## src/hw/rtl/tkheap_pkg.sv

```systemverilog
`timescale 1ns / 1ps
// ----------------------------------------------------------------------------
// tkheap_pkg
// shared types and constants of the top-k min-heap selector
// ----------------------------------------------------------------------------
package tkheap_pkg;

    localparam int DEF_MAX_ENTRIES = 64;
    localparam int DEF_KEY_BITS    = 24;
    localparam int DEF_VALUE_BITS  = 32;

    localparam int OP_BITS     = 2;
    localparam int STATUS_BITS = 2;
    localparam int CFG_BITS    = 7;
    localparam int COUNT_BITS  = 7;

    localparam logic [CFG_BITS-1:0] K_RESET = 7'd64;

    typedef enum logic [OP_BITS-1:0] {
        OP_PUSH  = 2'd0,
        OP_POP   = 2'd1,
        OP_CLEAR = 2'd2,
        OP_DRAIN = 2'd3
    } op_t;

    typedef enum logic [STATUS_BITS-1:0] {
        STAT_OK     = 2'd0,
        STAT_REJECT = 2'd1,
        STAT_EMPTY  = 2'd2
    } status_t;

    typedef enum logic [3:0] {
        ST_IDLE,
        ST_CLEAR,
        ST_EMPTY,
        ST_PUSH_CHK,
        ST_UP_RD,
        ST_UP_CMP,
        ST_PUSH_RES,
        ST_POP_RD,
        ST_POP_EMIT,
        ST_DN_RD,
        ST_DN_CMP
    } state_t;

    // control part of one result going to the output stage
    typedef struct packed {
        status_t               status;
        logic [COUNT_BITS-1:0] count_after;
        logic                  last;
    } res_tag_t;

endpackage

```

## src/hw/rtl/tkheap_ctrl.sv

```systemverilog
`timescale 1ns / 1ps
// ----------------------------------------------------------------------------
// tkheap_ctrl
// heap sequencer: push, pop, clear and drain with hole-based sift up / down
// ----------------------------------------------------------------------------
module tkheap_ctrl #(
    parameter int MAX_ENTRIES = tkheap_pkg::DEF_MAX_ENTRIES,
    parameter int KEY_BITS    = tkheap_pkg::DEF_KEY_BITS,
    parameter int VALUE_BITS  = tkheap_pkg::DEF_VALUE_BITS
) (
    input  logic                             aclk,
    input  logic                             aresetn,
    // request side
    input  logic                             in_valid,
    output logic                             in_ready,
    input  tkheap_pkg::op_t                  in_op,
    input  logic [KEY_BITS-1:0]              in_key,
    input  logic [VALUE_BITS-1:0]            in_value,
    input  logic [tkheap_pkg::CFG_BITS-1:0]  k_eff,
    // result side
    output logic                             res_valid,
    input  logic                             res_ready,
    output tkheap_pkg::res_tag_t             res_tag,
    output logic [KEY_BITS-1:0]              res_key,
    output logic [VALUE_BITS-1:0]            res_value,
    // memory side
    output logic                             mem_wr_en,
    output logic [$clog2(MAX_ENTRIES)-1:0]   mem_wr_addr,
    output logic [KEY_BITS+VALUE_BITS-1:0]   mem_wr_data,
    output logic                             mem_rd_en,
    output logic [$clog2(MAX_ENTRIES)-1:0]   mem_rd_addr_a,
    output logic [$clog2(MAX_ENTRIES)-1:0]   mem_rd_addr_b,
    input  logic [KEY_BITS+VALUE_BITS-1:0]   mem_rd_data_a,
    input  logic [KEY_BITS+VALUE_BITS-1:0]   mem_rd_data_b
);
    import tkheap_pkg::*;

    localparam int AW = $clog2(MAX_ENTRIES);
    localparam int CW = $clog2(MAX_ENTRIES + 1);
    localparam int XW = AW + 2;

    state_t                state_reg, state_next;
    op_t                   op_reg, op_next;
    status_t               stat_reg, stat_next;
    logic [KEY_BITS-1:0]   mov_key_reg, mov_key_next;
    logic [VALUE_BITS-1:0] mov_val_reg, mov_val_next;
    logic [AW-1:0]         pos_reg, pos_next;
    logic [CW-1:0]         count_reg, count_next;

    logic [KEY_BITS-1:0]   rd_a_key, rd_b_key, ch_key;
    logic [VALUE_BITS-1:0] rd_a_val, rd_b_val, ch_val;
    logic [XW-1:0]         child1, child2, ch_idx;
    logic [AW-1:0]         parent;
    logic [CW-1:0]         cnt_m1;
    logic [COUNT_BITS-1:0] cnt_ext, cnt_m1_ext;
    logic                  leaf, child2_ok, pick_b, dn_move, up_move, replace, push_room;
    state_t                after_sift;

    assign rd_a_key = mem_rd_data_a[KEY_BITS+VALUE_BITS-1:VALUE_BITS];
    assign rd_a_val = mem_rd_data_a[VALUE_BITS-1:0];
    assign rd_b_key = mem_rd_data_b[KEY_BITS+VALUE_BITS-1:VALUE_BITS];
    assign rd_b_val = mem_rd_data_b[VALUE_BITS-1:0];

    assign child1     = XW'({pos_reg, 1'b1});
    assign child2     = child1 + XW'(1);
    assign parent     = (pos_reg - AW'(1)) >> 1;
    assign cnt_m1     = count_reg - CW'(1);
    assign cnt_ext    = COUNT_BITS'(count_reg);
    assign cnt_m1_ext = COUNT_BITS'(cnt_m1);

    assign leaf      = child1 >= XW'(count_reg);
    assign child2_ok = child2 < XW'(count_reg);
    assign pick_b    = child2_ok && ($signed(rd_b_val) < $signed(rd_a_val));
    assign ch_key    = pick_b ? rd_b_key : rd_a_key;
    assign ch_val    = pick_b ? rd_b_val : rd_a_val;
    assign ch_idx    = pick_b ? child2 : child1;
    assign dn_move   = $signed(ch_val) < $signed(mov_val_reg);
    assign up_move   = $signed(mov_val_reg) < $signed(rd_a_val);
    assign replace   = $signed(rd_a_val) < $signed(mov_val_reg);
    assign push_room = cnt_ext < k_eff;

    // where a finished sift down goes on
    always_comb begin
        if (op_reg == OP_PUSH) begin
            after_sift = ST_PUSH_RES;
        end else if (op_reg == OP_DRAIN && count_reg != '0) begin
            after_sift = ST_POP_RD;
        end else begin
            after_sift = ST_IDLE;
        end
    end

    // next state
    always_comb begin
        state_next = state_reg;
        case (state_reg)
            ST_IDLE: begin
                if (in_valid) begin
                    case (in_op)
                        OP_PUSH:  state_next = push_room ? ST_UP_RD : ST_PUSH_CHK;
                        OP_CLEAR: state_next = ST_CLEAR;
                        default:  state_next = (count_reg == '0) ? ST_EMPTY : ST_POP_RD;
                    endcase
                end
            end
            ST_PUSH_CHK: state_next = replace ? ST_DN_RD : ST_PUSH_RES;
            ST_UP_RD:    state_next = (pos_reg == '0) ? ST_PUSH_RES : ST_UP_CMP;
            ST_UP_CMP:   state_next = up_move ? ST_UP_RD : ST_PUSH_RES;
            ST_POP_RD:   state_next = ST_POP_EMIT;
            ST_POP_EMIT: begin
                if (res_ready) begin
                    state_next = ST_DN_RD;
                end
            end
            ST_DN_RD:    state_next = leaf ? after_sift : ST_DN_CMP;
            ST_DN_CMP:   state_next = dn_move ? ST_DN_RD : after_sift;
            ST_PUSH_RES, ST_CLEAR, ST_EMPTY: begin
                if (res_ready) begin
                    state_next = ST_IDLE;
                end
            end
            default:     state_next = ST_IDLE;
        endcase
    end

    // datapath, memory access and results
    always_comb begin
        op_next       = op_reg;
        stat_next     = stat_reg;
        mov_key_next  = mov_key_reg;
        mov_val_next  = mov_val_reg;
        pos_next      = pos_reg;
        count_next    = count_reg;
        in_ready      = 1'b0;
        mem_wr_en     = 1'b0;
        mem_wr_addr   = pos_reg;
        mem_wr_data   = {mov_key_reg, mov_val_reg};
        mem_rd_en     = 1'b0;
        mem_rd_addr_a = '0;
        mem_rd_addr_b = '0;
        res_valid     = 1'b0;
        res_tag       = '{status: STAT_OK, count_after: cnt_ext, last: 1'b1};
        res_key       = '0;
        res_value     = '0;
        case (state_reg)
            ST_IDLE: begin
                in_ready = 1'b1;
                if (in_valid) begin
                    op_next      = in_op;
                    stat_next    = STAT_OK;
                    mov_key_next = in_key;
                    mov_val_next = in_value;
                    if (in_op == OP_PUSH && push_room) begin
                        pos_next   = AW'(count_reg);
                        count_next = count_reg + CW'(1);
                    end
                    // full heap: fetch the root for the replace test
                    if (in_op == OP_PUSH && !push_room) begin
                        mem_rd_en = 1'b1;
                        pos_next  = '0;
                    end
                    if (in_op == OP_CLEAR) begin
                        count_next = '0;
                    end
                end
            end
            ST_PUSH_CHK: begin
                if (!replace) begin
                    stat_next = STAT_REJECT;
                end
            end
            ST_UP_RD: begin
                if (pos_reg == '0) begin
                    mem_wr_en = 1'b1;
                end else begin
                    mem_rd_en     = 1'b1;
                    mem_rd_addr_a = parent;
                end
            end
            ST_UP_CMP: begin
                mem_wr_en = 1'b1;
                if (up_move) begin
                    mem_wr_data = mem_rd_data_a;
                    pos_next    = parent;
                end
            end
            ST_POP_RD: begin
                mem_rd_en     = 1'b1;
                mem_rd_addr_b = cnt_m1[AW-1:0];
            end
            ST_POP_EMIT: begin
                res_valid = 1'b1;
                res_tag   = '{status: STAT_OK, count_after: cnt_m1_ext,
                              last: (op_reg == OP_POP) || (cnt_m1 == '0)};
                res_key   = rd_a_key;
                res_value = rd_a_val;
                if (res_ready) begin
                    mov_key_next = rd_b_key;
                    mov_val_next = rd_b_val;
                    count_next   = cnt_m1;
                    pos_next     = '0;
                end
            end
            ST_DN_RD: begin
                if (leaf) begin
                    mem_wr_en = 1'b1;
                end else begin
                    mem_rd_en     = 1'b1;
                    mem_rd_addr_a = child1[AW-1:0];
                    mem_rd_addr_b = child2[AW-1:0];
                end
            end
            ST_DN_CMP: begin
                mem_wr_en = 1'b1;
                if (dn_move) begin
                    mem_wr_data = {ch_key, ch_val};
                    pos_next    = ch_idx[AW-1:0];
                end
            end
            ST_PUSH_RES: begin
                res_valid = 1'b1;
                res_tag   = '{status: stat_reg, count_after: cnt_ext, last: 1'b1};
            end
            ST_CLEAR: begin
                res_valid = 1'b1;
            end
            ST_EMPTY: begin
                res_valid = 1'b1;
                res_tag   = '{status: STAT_EMPTY, count_after: cnt_ext, last: 1'b1};
            end
            default: begin
                res_valid = 1'b0;
            end
        endcase
    end

    always_ff @(posedge aclk) begin
        if (!aresetn) begin
            state_reg <= ST_IDLE;
            count_reg <= '0;
        end else begin
            state_reg <= state_next;
            count_reg <= count_next;
        end
    end

    always_ff @(posedge aclk) begin
        op_reg      <= op_next;
        stat_reg    <= stat_next;
        mov_key_reg <= mov_key_next;
        mov_val_reg <= mov_val_next;
        pos_reg     <= pos_next;
    end

`ifndef ASSERT_OFF
    a_count_bound: assert property (@(posedge aclk) disable iff (!aresetn)
        count_reg <= CW'(MAX_ENTRIES))
        else $error("entry count above capacity");

    a_no_rw_overlap: assert property (@(posedge aclk) disable iff (!aresetn)
        !(mem_wr_en && mem_rd_en))
        else $error("memory read and write in the same cycle");

    a_push_grows: assert property (@(posedge aclk) disable iff (!aresetn)
        (state_reg == ST_IDLE && in_valid && in_op == OP_PUSH && push_room)
        |=> (count_reg == $past(count_reg) + CW'(1)))
        else $error("insert did not grow the heap");

    a_pop_nonempty: assert property (@(posedge aclk) disable iff (!aresetn)
        (state_reg == ST_POP_EMIT) |-> (count_reg != '0))
        else $error("pop from an empty heap");

    a_sift_in_range: assert property (@(posedge aclk) disable iff (!aresetn)
        (state_reg == ST_DN_CMP || state_reg == ST_UP_CMP)
        |-> (XW'(pos_reg) < XW'(count_reg)))
        else $error("sift position outside the heap");
`endif

endmodule

```

## config.mk

```make
export PLATFORM = sky130hd
export DESIGN_NAME = tkheap_ctrl
export DESIGN_NICKNAME = d
export VERILOG_FILES = /design/src/hw/rtl/tkheap_pkg.sv /design/src/hw/rtl/tkheap_ctrl.sv
export SDC_FILE = /design/constraint.sdc
export NUM_CORES = 1
export LEC_CHECK = 0
export ABC_AREA = 1
export BUFFER_PORTS_ARGS = -buffer_cell sky130_fd_sc_hd__clkbuf_2
export CAP_MARGIN = 0
export CORE_MARGIN = 8
export CORE_UTILIZATION = 48
export CTS_CLUSTER_SIZE = 10
export DETAILED_ROUTE_END_ITERATION = 8
export PLACE_DENSITY = 0.77
export SETUP_SLACK_MARGIN = 0.1
export SLEW_MARGIN = 5
export SYNTH_ARGS = -nofsm -noshare
export SYNTH_HDL_FRONTEND = slang
export SYNTH_SLANG_ARGS = --single-unit
```

## constraint.sdc

```tcl
create_clock -name aclk -period 6 [get_ports aclk]
set_input_delay 1.2 -clock aclk [delete_from_list [all_inputs] [get_ports aclk]]
set_output_delay 1.2 -clock aclk [all_outputs]
set_load 0.05 [all_outputs]
```

==> qor.yml <==
run_status: "finished, violations left"
violations: "setup timing"
skew_ns: 0.0171
period_needed_ns: 6.55
tns_ns: -27.82
cts_buffer_depth: 2
grt_pass1_wl_mm: 65.4
period_share_pct: 109
dieWidth_um: 162
yosysSeqAreaShare_pct: 21.3
worst_hold_slack_ns: 0.500
antenna_found_initial: 3
overflow: 0
min_from: "state_reg[0]"
drt-pass1-iter-count: 8
min_to: "state_reg[0]"
fin_area_sq_um: 15800
setup_slack_ns: -0.548
startpoint_type: "primary input"
reg2reg_from: "mem_wr_addr[0]"
yosysWarnings: 0
tritoncts: "built"
route.detailed.drc: 0
clk_pin_slew_ns: 0.06
relSlewSlack_pct: 31.9
io_buffers: 324
tightest_slew_ns: 1.02
place_area_sq_um: 14400
synth_fp_nets: 1911
cp_max_fo: 13
cp.arrival_ns: 5.35
rsz0062_at_grt: "true"
fin_nets: 2321
worst-r2r-cell-count: 23
crit_path_top_delay_cell: "ha_2"
grt_max_degree: 104
via_per_inst: 5.78
slowest_delay_ns: 0.30
largest_register_ffs: 32
via_count: 13300
worst_setup_path_end_kind: "output pin"
htreeDepth: 3
required_ns: 4.80
ys_ff_latch: 76
reg2reg_to: "mem_wr_addr[4]"
io_pins: 325
whs_path_depth: 2
wl_mm: 44.4
insertion_delay_ns: 0.36
synth.avg_cell_area_sq_um: 6.33
fp.dieH_um: 162
reg2reg_slack_ns: 0.98
fmax_ghz: 0.153
ir_worst_vdd_mv: 0.426
final_util_pct: 75.5
grt_use_total_pct: 30.4
ys_types: 41
synthToLayoutAreaGrowth_pct: 55.2
slew_viol_final: 0
finalSetupViolCount: 56
drtIter0Drc: 1337
placed_cells: 2252
clock-sinks: 76
routabilityCongestion: 0.912
cts_buffers: 9
cellLeakagePower_nw: 8.33
power_mw: 8.87
seqCellArea_sq_um: 2170
die_area_sq_um: 26200
fin_cells: 2304
netlist_instances: 1611
n_fill_cell: 1533
hpwlAfterDp_mm: 30.3
max-cap-violations: 0
placementRows: 53
crit_type: "primary input to output pin"
synth_area_sq_um: 10200
pre_cts_ws_ns: -0.562
multiInputGateArea_sq_um: 8100
p_per_area_nw_per_um2: 560
ant_nets: 0
wl_per_cell_um: 19.3
coreArea_sq_um: 21000
cts-root-buf: "clkbuf_16"
hold_viol: 0
grt_pass1_vias: 13400
hold_path.class: "register to register"
drive_gt1_share_pct: 35.2
start_util_pct: 48.7
-- how the worst max path moves through the flow --
stage,from,endpoint,depth (start not counted)
floorplan,mem_rd_data_b[21],mem_wr_data[31],21
global placement,mem_rd_data_a[1],mem_wr_data[19],31
detailed placement,mem_rd_data_a[1],mem_wr_data[23],30
CTS,mem_rd_data_a[1],mem_wr_data[29],32
global route,mem_rd_data_a[22],mem_wr_data[29],26
finish,mem_rd_data_a[20],mem_wr_data[36],27
-- routing by layer --
layer	vias to the layer above	routed length (um)	global-route usage (%)
li1	6183	-	-
met1	6116	16400	33.6
met2	799	21300	52.5
met3	209	3970	6.07
met4	0	2730	19.5
met5	-	0	0
-- cell families (layout without fill, tap and decap cells) --
family / count (synthesis) / in the layout / synth area share (%)
AO/OA/AOI/OAI: 356 / 356 / 21.4
XOR/XNOR: 17 / 17 / 1.46
adder cells (fa/ha/maj): 119 / 119 / 14.6
buffers and inverters: 329 / 741 / 12.6
flip-flops: 76 / 76 / 21.3
other: 0 / 3 / 0
AND/OR/NAND/NOR: 714 / 717 / 28.7
-- final cells by class --
class                           count  area share (%)
Sequential cell                    76            13.7
Clock inverter                      3           0.277
Multi-Input combinational cell   1209            51.2
Timing Repair Buffer              478            25.0
Clock buffer                       13            1.72
Antenna cell                        3          0.0474
Tap cell                          275            2.17
Inverter                          247            5.94
-- layout by cell type, fill, tap and decap left out, types with 23 or more instances in the layout --
master	netlist	final
clkbuf_2	0	266
ha_4	0	23
o21ai_0	176	149
ha_1	119	94
inv_1	245	221
nand3_1	100	38
buf_12	0	62
nand3_4	1	32
nand2_1	462	438
nand3_2	2	34
nor2_1	107	100
edfxtp_1	65	65
buf_4	2	123
o211ai_1	36	36
a21oi_1	76	63
-- worst max-delay path: cells and delay by family --
| kind | cells | cell delay [ns] |
|---|---|---|
| compound gates | 5 | 0.94 |
| simple gates | 13 | 1.62 |
| buf+inv | 7 | 1.04 |
| fa+ha+maj | 2 | 0.53 |
-- power by group --
group / switching (mW) / total (mW) / internal, mW
Combinational: 4.41 / 7.30 / 2.88
Sequential: 0.170 / 0.969 / 0.799
Clock: 0.246 / 0.606 / 0.360
Total: 4.83 / 8.87 / 4.04
-- synth_stat cells, drive strengths merged --
library cell	number	area, sq um
o21a	4	30.0
o211ai	65	633
nor3	15	75.1
a2111oi	2	17.5
nand3b	2	15.0
clkbuf	62	233
dfxtp	11	220
buf	20	121
or3	2	12.5
o22ai	6	37.5
a21boi	1	7.51
nor2	109	414
or2	1	6.26
a211oi	6	45.0
inv	247	927
xnor2	4	35.0
ha	119	1490
a311oi	1	8.76
nand4	15	93.8
o21ai	183	916
nand2	466	1770
edfxtp	65	1950
o221ai	8	70.1
xor2	13	114
a21o	1	7.51
a21oi	76	380
o221a	1	11.3
o21bai	2	15.0
nor4	1	6.26
nand3	103	538
-- what timing repair did --
item,CTS,global route
endpoints found under the setup margin,56,56
setup buffers,15,7
cloned,4,7
pin swaps,27,39
gates resized for setup,100,70
hold buffers,0,0
No activity file was read; power rests on OpenSTA's default activity.
